File: src/rtl/pcdr_pkg.sv
// shared types, constants and helper functions for the pc-aware drrip replacement core
`default_nettype none

package pcdr_pkg;

  // rrip levels and selector limits
  localparam logic [1:0] RRPV_MAX    = 2'd3;
  localparam logic [1:0] RRPV_NEAR   = 2'd2;
  localparam logic [1:0] RRPV_HOT    = 2'd0;
  localparam logic [9:0] SEL_MAX     = 10'd1023;
  localparam logic [9:0] SEL_MID     = 10'd511;
  localparam logic [3:0] HOT_LEVEL   = 4'd12;
  localparam logic [3:0] REUSE_MAX   = 4'd15;
  localparam logic [3:0] DECAY_LEVEL = 4'd8;
  localparam logic [1:0] CONF_MAX    = 2'd3;
  localparam logic [15:0] LFSR_SEED  = 16'hACE1;

  // signature table entry: reuse counter, stream confidence, last stride
  localparam int unsigned SIG_DATA_W = 38;
  localparam logic [SIG_DATA_W-1:0] SIG_RESET = {4'd1, 2'd0, 32'd0};

  // widest way number the scanner reports
  localparam int unsigned WAY_NUM_W = 5;

  // item opcodes
  localparam logic OP_VICTIM = 1'b0;
  localparam logic OP_UPDATE = 1'b1;

  typedef enum logic [2:0] {
    ST_CLEAR,
    ST_IDLE,
    ST_PROC,
    ST_SCAN,
    ST_DONE
  } pcdr_state_t;

  // scanner status back to the sequencer
  typedef struct packed {
    logic                 done;
    logic [WAY_NUM_W-1:0] way;
    logic [1:0]           top;
  } pcdr_scan_t;

  // signature hash, caller keeps the low bits
  function automatic logic [63:0] sig_hash(input logic [63:0] pc);
    sig_hash = pc ^ (pc >> 13) ^ (pc >> 23);
  endfunction

  // 16-bit lfsr, taps 16,14,13,11, shifting right
  function automatic logic [15:0] lfsr_next(input logic [15:0] l);
    logic b;
    b = l[0] ^ l[2] ^ l[3] ^ l[5];
    lfsr_next = {b, l[15:1]};
  endfunction

endpackage

`default_nettype wire

File: src/rtl/pcdr_victim_scan.sv
// way scanner: walks one rrip field per cycle to find the first highest value
`default_nettype none

module pcdr_victim_scan #(
  parameter int unsigned WAYS = 16
) (
  input  wire logic                   clk,
  input  wire logic                   rst_n,
  input  wire logic                   start,
  input  wire logic [2*WAYS-1:0]      row,
  output pcdr_pkg::pcdr_scan_t        status
);
  import pcdr_pkg::*;

  localparam int unsigned WAY_W = (WAYS > 1) ? $clog2(WAYS) : 1;

  logic             busy_r;
  logic             done_r;
  logic [WAY_W-1:0] cnt_r;
  logic [WAY_W-1:0] idx_r;
  logic [1:0]       best_r;
  logic [1:0]       field;

  // current field under the compare unit
  assign field = row[2*cnt_r +: 2];

  // one compare per cycle, first strictly greater wins
  always_ff @(posedge clk) begin
    if (!rst_n) begin
      busy_r <= 1'b0;
      done_r <= 1'b0;
      cnt_r  <= '0;
    end else if (start) begin
      busy_r <= 1'b1;
      done_r <= 1'b0;
      cnt_r  <= '0;
    end else if (busy_r) begin
      cnt_r <= cnt_r + 1'b1;
      if (32'(cnt_r) == WAYS - 1) begin
        busy_r <= 1'b0;
        done_r <= 1'b1;
      end
    end else begin
      done_r <= 1'b0;
    end
  end

  always_ff @(posedge clk) begin
    if (start) begin
      best_r <= '0;
      idx_r  <= '0;
    end else if (busy_r && (field > best_r)) begin
      best_r <= field;
      idx_r  <= cnt_r;
    end
  end

  assign status.done = done_r;
  assign status.way  = WAY_NUM_W'(idx_r);
  assign status.top  = best_r;

endmodule

`default_nettype wire

File: config.mk
export PLATFORM = sky130hd
export DESIGN_NAME = pcdr_victim_scan
export DESIGN_NICKNAME = d
export VERILOG_FILES = /design/src/rtl/pcdr_pkg.sv /design/src/rtl/pcdr_victim_scan.sv
export SDC_FILE = /design/constraint.sdc
export NUM_CORES = 1
export LEC_CHECK = 0
export ABC_AREA = 1
export BUFFER_PORTS_ARGS = -buffer_cell sky130_fd_sc_hd__buf_2
export CAP_MARGIN = 15
export CELL_PAD_IN_SITES_DETAIL_PLACEMENT = 0
export CELL_PAD_IN_SITES_GLOBAL_PLACEMENT = 1
export CORE_UTILIZATION = 34
export CTS_BUF_LIST = sky130_fd_sc_hd__clkbuf_2
export DETAILED_ROUTE_END_ITERATION = 10
export PLACE_DENSITY_LB_ADDON = 0.1
export REMOVE_ABC_BUFFERS = 1
export SKIP_CTS_REPAIR_TIMING = 1
export SLEW_MARGIN = 30
export SYNTH_ARGS = -nofsm -noshare
export SYNTH_HDL_FRONTEND = slang
export SYNTH_SLANG_ARGS = --single-unit
File: constraint.sdc
create_clock -name clk -period 4.66 [get_ports clk]
set_input_delay 0.466 -clock clk [delete_from_list [all_inputs] [get_ports clk]]
set_output_delay 0.466 -clock clk [all_outputs]
set_load 0.005 [all_outputs]
==> results.sh, run 1 <==
export IMPL_portBuffers=41
export IMPL_hp_class="primary input to flip-flop"
export IMPL_crit_top_cell="nand2_1"
export IMPL_slew_viol_final=0
export IMPL_rsz0062_at_grt="no"
export IMPL_wl_per_cell_um=9.77
export IMPL_finalSetupViolations=0
export IMPL_root_buffer="clkbuf_2"
export IMPL_synth_top_area_cell="dfxtp_1"
export IMPL_worstPathArrival_ns=2.95
export IMPL_finalSetupTns_ns=0
export IMPL_clk_latency_ns=0.27
export IMPL_die_width_um=55.9
export IMPL_crit_path_max_incr_delay_ns=0.82
export IMPL_clockBufferDepth=2
export IMPL_cp_num_buf_inv=1
export IMPL_nets=247
export IMPL_drt_pass1_iter_count=4
export IMPL_muxShareOfSynthArea_pct=0
export IMPL_post_synth_fa_ha_maj_area_fraction_pct=3.80
export IMPL_die_h_um=55.9
export IMPL_grt_pass1_vias=1005
export IMPL_power_density_mw_per_mm2=210
export IMPL_critPathMaxFanout=20
export IMPL_dieArea_mm2=0.00313
export IMPL_ioPinCount=43
export IMPL_synth_xor_area_share_pct=0
export IMPL_cts_clk_slew_worst_paths_ns=0.12
export IMPL_pre_cts_ws_ns=1.92
export IMPL_drtIter0Drc=33
export IMPL_fmax_ghz=0.366
export IMPL_antenna_diode_count=0
export IMPL_peakVddDrop_mv=0.178
export IMPL_num_rows=19
export IMPL_path_cells="inv_6, nand2_1, nand2_1, nand2_1, nand3_1, nand3_2, nand2_1, ha_1, nand2_1, nand2_1, nor2_1, o21ai_0, a21oi_1"
export IMPL_drive_above_1_share_pct=24.5
export IMPL_required_ns=4.88
export IMPL_area_growth_synth_to_final_pct=19.0
export IMPL_detail_route_antenna_nets=0
export IMPL_p_switching_w=0.0000825
export IMPL_worst_pin_slew_ns=0.743
export IMPL_power_frac_comb_pct=29.2
export IMPL_p_clk_share_pct=22.4
export IMPL_p_leak_nw=0.722
export IMPL_sw_frac_of_total_pct=33.5
export IMPL_core_area_mm2=0.00276
export IMPL_place_congestion=0.754
export IMPL_synth_distinct_cells=19
export IMPL_cp_top_family="simple AND/OR/NAND/NOR gates"
export IMPL_fin_crit_ns=2.73
export IMPL_seqPwrFrac_pct=48.5
export IMPL_nFillCells=330
export IMPL_syn_inst=171
export IMPL_register_area_um2=240
export IMPL_end_kind="flip-flop"
export IMPL_cts_buffers=3
export IMPL_period_share_pct=58.7
export IMPL_place_inst=235
export IMPL_fin_cells=239
export IMPL_clock_sinks=12
export IMPL_yosys_area_share_simple_pct=40.0
export IMPL_synth_area_top_cells="dfxtp_1 24%, nand2_1 24%, inv_1 13%"
export IMPL_start_kind="flip-flop"
export IMPL_antenna_found_initial=0
export IMPL_maxCapViolCount=0
export IMPL_via_count=1101
export IMPL_ys_seq_area_share_pct=24.3
export IMPL_initial_core_util_pct=35.8
export IMPL_cts_tree="done"
export IMPL_ys_ff_latch=12
export IMPL_htreeDepth=1
export IMPL_netlist_area_um2=988
export IMPL_status="finished, final reports clean"
export IMPL_finalClockSkew_ns=0.00250
export IMPL_synth_avg_cell_area_um2=5.78
export IMPL_synth_top_family_by_area="simple AND/OR/NAND/NOR gates"
export IMPL_finalWirelength_mm=2.33
export IMPL_dp_hpwl_mm=1.79
export IMPL_drc_errors=0
export IMPL_multi_input_area_um2=529
export IMPL_internal_power_w=0.000164
export IMPL_grt_util_all_layers_pct=16.2
export IMPL_synth_top_area_share_pct=24.3
export IMPL_finalHoldViolations=0
export IMPL_grt_max_degree=21
export IMPL_routed_via_density=4.61
export IMPL_critPathSlowestCell="dfxtp_1"
export IMPL_finalWorstSetupSlack_ns=1.93
export IMPL_synth_compound_area_share_pct=9.37
export IMPL_relSlewSlack_pct=50.4
export IMPL_ys_warn_count=0
export IMPL_grt_overflow_total=0
export IMPL_worstSetupPathType="flip-flop to flip-flop"
export IMPL_grt_pass1_wl_mm=4.14
[metal layers]
| layer | GRT usage (%) | share of wire [%] | vias to the layer above |
|---|---|---|---|
| li1 | - | - | 584 |
| met1 | 20.0 | 47 | 487 |
| met2 | 29.3 | 46 | 26 |
| met3 | 2.56 | 5.0 | 4 |
| met4 | 4.18 | 1.2 | 0 |
| met5 | 0 | 0 | - |
[worst min-delay path: stages]
cell     delay (ns)
buf_2          0.09
inv_1          0.06
a21oi_1        0.04
[cell type report]
type	instances	share of cell area [%]
multi-input combinational	114	45.0
sequential	12	20.4
tap	31	3.30
clock buffer	3	1.28
timing repair buffer	41	17.4
inverter	37	12.2
clock inverter	1	0.319
[power groups by stage]
stage	clock [W]	combinational, W	sequential, W
3_5_place_dp	0	0.0000725	0.000122
4_1_cts	0.0000557	0.0000730	0.000120
2_1_floorplan	0	0.0000432	0.000121
3_3_place_gp	0	0.0000719	0.000122
5_1_grt	0.0000590	0.0000847	0.000121
6_report	0.0000551	0.0000719	0.000119
[registers in the layout (all words and copies together) (netlist names)]
name / cells
cnt_r: 4
idx_r: 4
best_r: 2
busy_r: 1
done_r: 1
[cells in the final DEF (no fill, tap or decap)]
master	count
nand3_1	15
inv_1	35
nor3_1	1
o21ai_0	6
nor2_1	9
clkinv_1	1
a211oi_1	2
a21oi_1	7
a31oi_1	2
nand2_1	62
dfxtp_1	12
nor4_1	1
ha_1	3
inv_2	1
clkbuf_2	3
inv_6	1
nand2_2	2
buf_2	41
nand3_2	3
conb_1	1
[logic make-up after synthesis]
| logic type | count (synthesis) |
|---|---|
| AO/OA/AOI/OAI | 17 |
| adder cells (fa/ha/maj) | 3 |
| buffers and inverters | 45 |
| flip-flops | 12 |
| other | 1 |
| AND/OR/NAND/NOR | 93 |
[Yosys cell counts]
cell type  instances
nand2_1           62
inv_1             35
nand3_1           15
dfxtp_1           12
nor2_1             9
a21oi_1            7
o21ai_0            6
buf_4              4
buf_6              4
ha_1               3
nand3_2            3
a211oi_1           2
a31oi_1            2
nand2_2            2
conb_1             1
inv_2              1
inv_6              1
nor3_1             1
nor4_1             1
[worst paths after layout]
kind | start | endpoint | slack, ns | cells past startpoint
setup / recovery | cnt_r[0] | idx_r[2] | 1.93 | 13
hold reg to reg | done_r | done_r | 0.47 | 2
hold / removal | rst_n | busy_r | 0.41 | 3
setup reg to reg | cnt_r[0] | idx_r[2] | 1.93 | 13
[through the flow]
step,power (W),instance area (µm²),util (%),hold slack (ns)
2_1_floorplan,0.000164,913,-,0.450
4_1_cts,0.000248,1180,42.6,0.424
5_1_grt,0.000265,1180,42.6,0.430
3_3_place_gp,0.000194,1160,42.0,0.444
3_5_place_dp,0.000195,1160,42.0,0.459
6_report,0.000246,1180,42.6,0.412
Note: power is estimated with default switching activity, not from simulation.
==> inputs of run 2 (changes only) <==
--- a/config.mk
+++ b/config.mk
@@ -5,12 +5,12 @@
 export SDC_FILE = /design/constraint.sdc
 export NUM_CORES = 1
 export LEC_CHECK = 0
-export ABC_AREA = 1
+export ABC_AREA = 0
 export BUFFER_PORTS_ARGS = -buffer_cell sky130_fd_sc_hd__buf_2
 export CAP_MARGIN = 15
 export CELL_PAD_IN_SITES_DETAIL_PLACEMENT = 0
 export CELL_PAD_IN_SITES_GLOBAL_PLACEMENT = 1
-export CORE_UTILIZATION = 34
+export CORE_UTILIZATION = 29
 export CTS_BUF_LIST = sky130_fd_sc_hd__clkbuf_2
 export DETAILED_ROUTE_END_ITERATION = 10
 export PLACE_DENSITY_LB_ADDON = 0.1
==> constraint.sdc (replaced) <==
create_clock -name clk -period 2.35 [get_ports clk]
set_input_delay 0.235 -clock clk [delete_from_list [all_inputs] [get_ports clk]]
set_output_delay 0.235 -clock clk [all_outputs]
set_load 0.005 [all_outputs]
==> run 2 against run 1 <==
Synthesized cell count is 49% lower. Global-route usage down 0.65 points. Critical endpoint is now best_r[0]. Largest cell class unchanged. Worst hold slack got worse by 0.23 ns. Die area shrank 3.7%.
==> results.sh, run 2 <==
export IMPL_grt_pass1_vias=755
export IMPL_p_clk_share_pct=24.8
export IMPL_clk_latency_ns=0.27
export IMPL_nFillCells=279
export IMPL_top_regs="cnt_r: 4 flops, idx_r: 4 flops, best_r: 2 flops"
export IMPL_slew_viol_final=0
export IMPL_critPathMaxFanout=8
export IMPL_multi_input_area_um2=529
export IMPL_critPathSlowestCell="mux4_1"
export IMPL_end_kind="flip-flop"
export IMPL_start_kind="flip-flop"
export IMPL_rrSetupSlack_ns=0.11
export IMPL_p_switching_w=0.000130
export IMPL_clockBufferDepth=2
export IMPL_detail_route_antenna_nets=0
export IMPL_drive_above_1_share_pct=48.1
export IMPL_peakVddDrop_mv=0.237
export IMPL_grt_overflow_total=0
export IMPL_fin_crit_ns=2.24
export IMPL_wl_per_cell_um=12.3
export IMPL_netlist_area_um2=811
export IMPL_place_congestion=0.809
export IMPL_finalWirelength_mm=2.01
export IMPL_ys_seq_area_share_pct=29.6
export IMPL_finalClockSkew_ns=0.00318
export IMPL_drc_errors=0
export IMPL_finalHoldViolations=0
export IMPL_power_frac_comb_pct=25.4
export IMPL_maxCapViolCount=0
export IMPL_status="finished, final reports clean"
export IMPL_synth_distinct_cells=30
export IMPL_p_leak_nw=0.478
export IMPL_routed_via_density=4.78
export IMPL_antenna_found_initial=0
export IMPL_worstPathArrival_ns=2.43
export IMPL_crit_path_max_incr_delay_ns=0.53
export IMPL_layout_common_cells="41 x buf_2, 10 x nand2_1, 10 x dfxtp_1, 9 x mux2i_1"
export IMPL_grt_pass1_wl_mm=3.20
export IMPL_period_share_pct=95.2
export IMPL_clock_sinks=12
export IMPL_reg2reg_depth=8
export IMPL_crit_end="best_r[0]"
export IMPL_nets=172
export IMPL_num_rows=18
export IMPL_power_density_mw_per_mm2=395
export IMPL_synth_async_reset_ratio_pct=0
export IMPL_ys_warn_count=0
export IMPL_synth_top_area_share_pct=29.6
export IMPL_path_cells="mux4_1, mux2_2, a22oi_2, ha_1, nand2_2, o211a_4, nor2_1, a211oi_1"
export IMPL_via_count=779
export IMPL_synth_avg_cell_area_um2=9.21
export IMPL_grt_max_degree=14
export IMPL_finalSetupViolations=0
export IMPL_drtIter0Drc=6
export IMPL_die_width_um=54.9
export IMPL_synth_top_area_cell="dfxtp_1"
export IMPL_layout_commonest_cell="buf_2"
export IMPL_cts_clk_slew_worst_paths_ns=0.13
export IMPL_portBuffers=41
export IMPL_r2r_start="cnt_r[2]"
export IMPL_cts_buffers=3
export IMPL_reg2reg_to="best_r[0]"
export IMPL_initial_core_util_pct=31.6
export IMPL_hp_class="primary input to flip-flop"
export IMPL_startpoint="cnt_r[2]"
export IMPL_required_ns=2.54
export IMPL_area_growth_synth_to_final_pct=37.0
export IMPL_grt_util_all_layers_pct=15.6
export IMPL_ys_ff_latch=12
export IMPL_sw_frac_of_total_pct=29.5
export IMPL_hold_slack_ns=0.183
export IMPL_register_area_um2=245
export IMPL_synth_most_common_cell="dfxtp_1"
export IMPL_ioPinCount=43
export IMPL_syn_inst=88
export IMPL_internal_power_w=0.000309
export IMPL_cts_tree="done"
export IMPL_die_h_um=54.9
export IMPL_root_buffer="clkbuf_2"
export IMPL_dieArea_mm2=0.00301
export IMPL_placed_area_mm2=0.00106
export IMPL_fmax_ghz=0.447
export IMPL_seqPwrFrac_pct=49.8
export IMPL_ys_flop_type="dfxtp_1"
export IMPL_htreeDepth=1
export IMPL_synth_edf_count=0
export IMPL_drt_pass1_iter_count=4
export IMPL_core_area_mm2=0.00257
export IMPL_yosys_top_cells_count="12 x dfxtp_1, 11 x nand2_1, 9 x mux2i_1"
export IMPL_final_area_mm2=0.00111
export IMPL_antenna_diode_count=0
export IMPL_synth_area_top_cells="dfxtp_1 30%, mux2i_1 11%, mux4_2 8.3%"
export IMPL_worstSetupPathType="flip-flop to flip-flop"
export IMPL_hold_depth=2
## run 2: critical path: cells and delay by family, from the launching register on
family | cells | cell delay, ns
flops | 1 | 0.38
compound gates | 3 | 0.57
fa+ha+maj | 1 | 0.27
mux | 2 | 0.81
simple gates | 2 | 0.13
## run 2: power groups by stage
stage / sequential [W] / combinational [W] / clock, W
after global placement: 0.000224 / 0.0000986 / 0
after floorplan: 0.000223 / 0.0000496 / 0
after detailed placement: 0.000224 / 0.000102 / 0
final: 0.000219 / 0.000111 / 0.000109
after CTS: 0.000220 / 0.000103 / 0.000117
after global routing: 0.000220 / 0.000127 / 0.000129
## run 2: cells by family (layout without fill, tap and decap cells)
kind of cell / Yosys count / count (layout) / synth area share [%]
XOR/XNOR: 3 / 3 / 3.24
other: 1 / 1 / 0.463
AND/OR/NAND/NOR: 27 / 27 / 15.1
multiplexers: 14 / 14 / 24.1
buffers and inverters: 11 / 56 / 7.87
flip-flops: 12 / 12 / 29.6
adder cells (fa/ha/maj): 3 / 3 / 4.63
AO/OA/AOI/OAI: 17 / 17 / 15.0
## run 2: through the flow
| stage | utilization (%) | setup TNS [ns] | std cells | setup WS (ns) | total power, W |
|---|---|---|---|---|---|
| 2_1_floorplan | - | -0.624 | 80 | -0.177 | 0.000273 |
| 3_3_place_gp | 41.3 | 0 | 159 | 0.0114 | 0.000322 |
| 3_5_place_dp | 41.3 | -0.0398 | 159 | -0.0325 | 0.000327 |
| 4_1_cts | 42.1 | -0.116 | 163 | -0.0704 | 0.000439 |
| 5_1_grt | 43.3 | -0.00215 | 163 | -0.00215 | 0.000476 |
| 6_report | 43.3 | 0 | 163 | 0.114 | 0.000439 |
## run 2: cell type report
class,count,share of cell area [%]
Clock buffer,3,1.35
Clock inverter,1,0.338
Inverter,3,1.01
Multi-Input combinational cell,65,47.6
Sequential cell,12,22.1
Tap cell,30,3.38
Timing Repair Buffer,49,24.2
## run 2: worst min path at each step
stage / from / to / slack, ns
final: rst_n / busy_r / 0.18
after global routing: rst_n / busy_r / 0.19
after CTS: rst_n / busy_r / 0.18
after detailed placement: idx_r[2] / idx_r[2] / 0.44
after global placement: idx_r[1] / idx_r[1] / 0.44
after floorplan: start / idx_r[0] / 0.30
## run 2: layer usage
metal	share of wire (%)	GRT usage (%)	up-vias
met5	0	0	-
met4	0.50	3.85	0
met3	5.5	4.17	2
met2	48	27.7	23
met1	46	18.1	349
li1	-	-	405
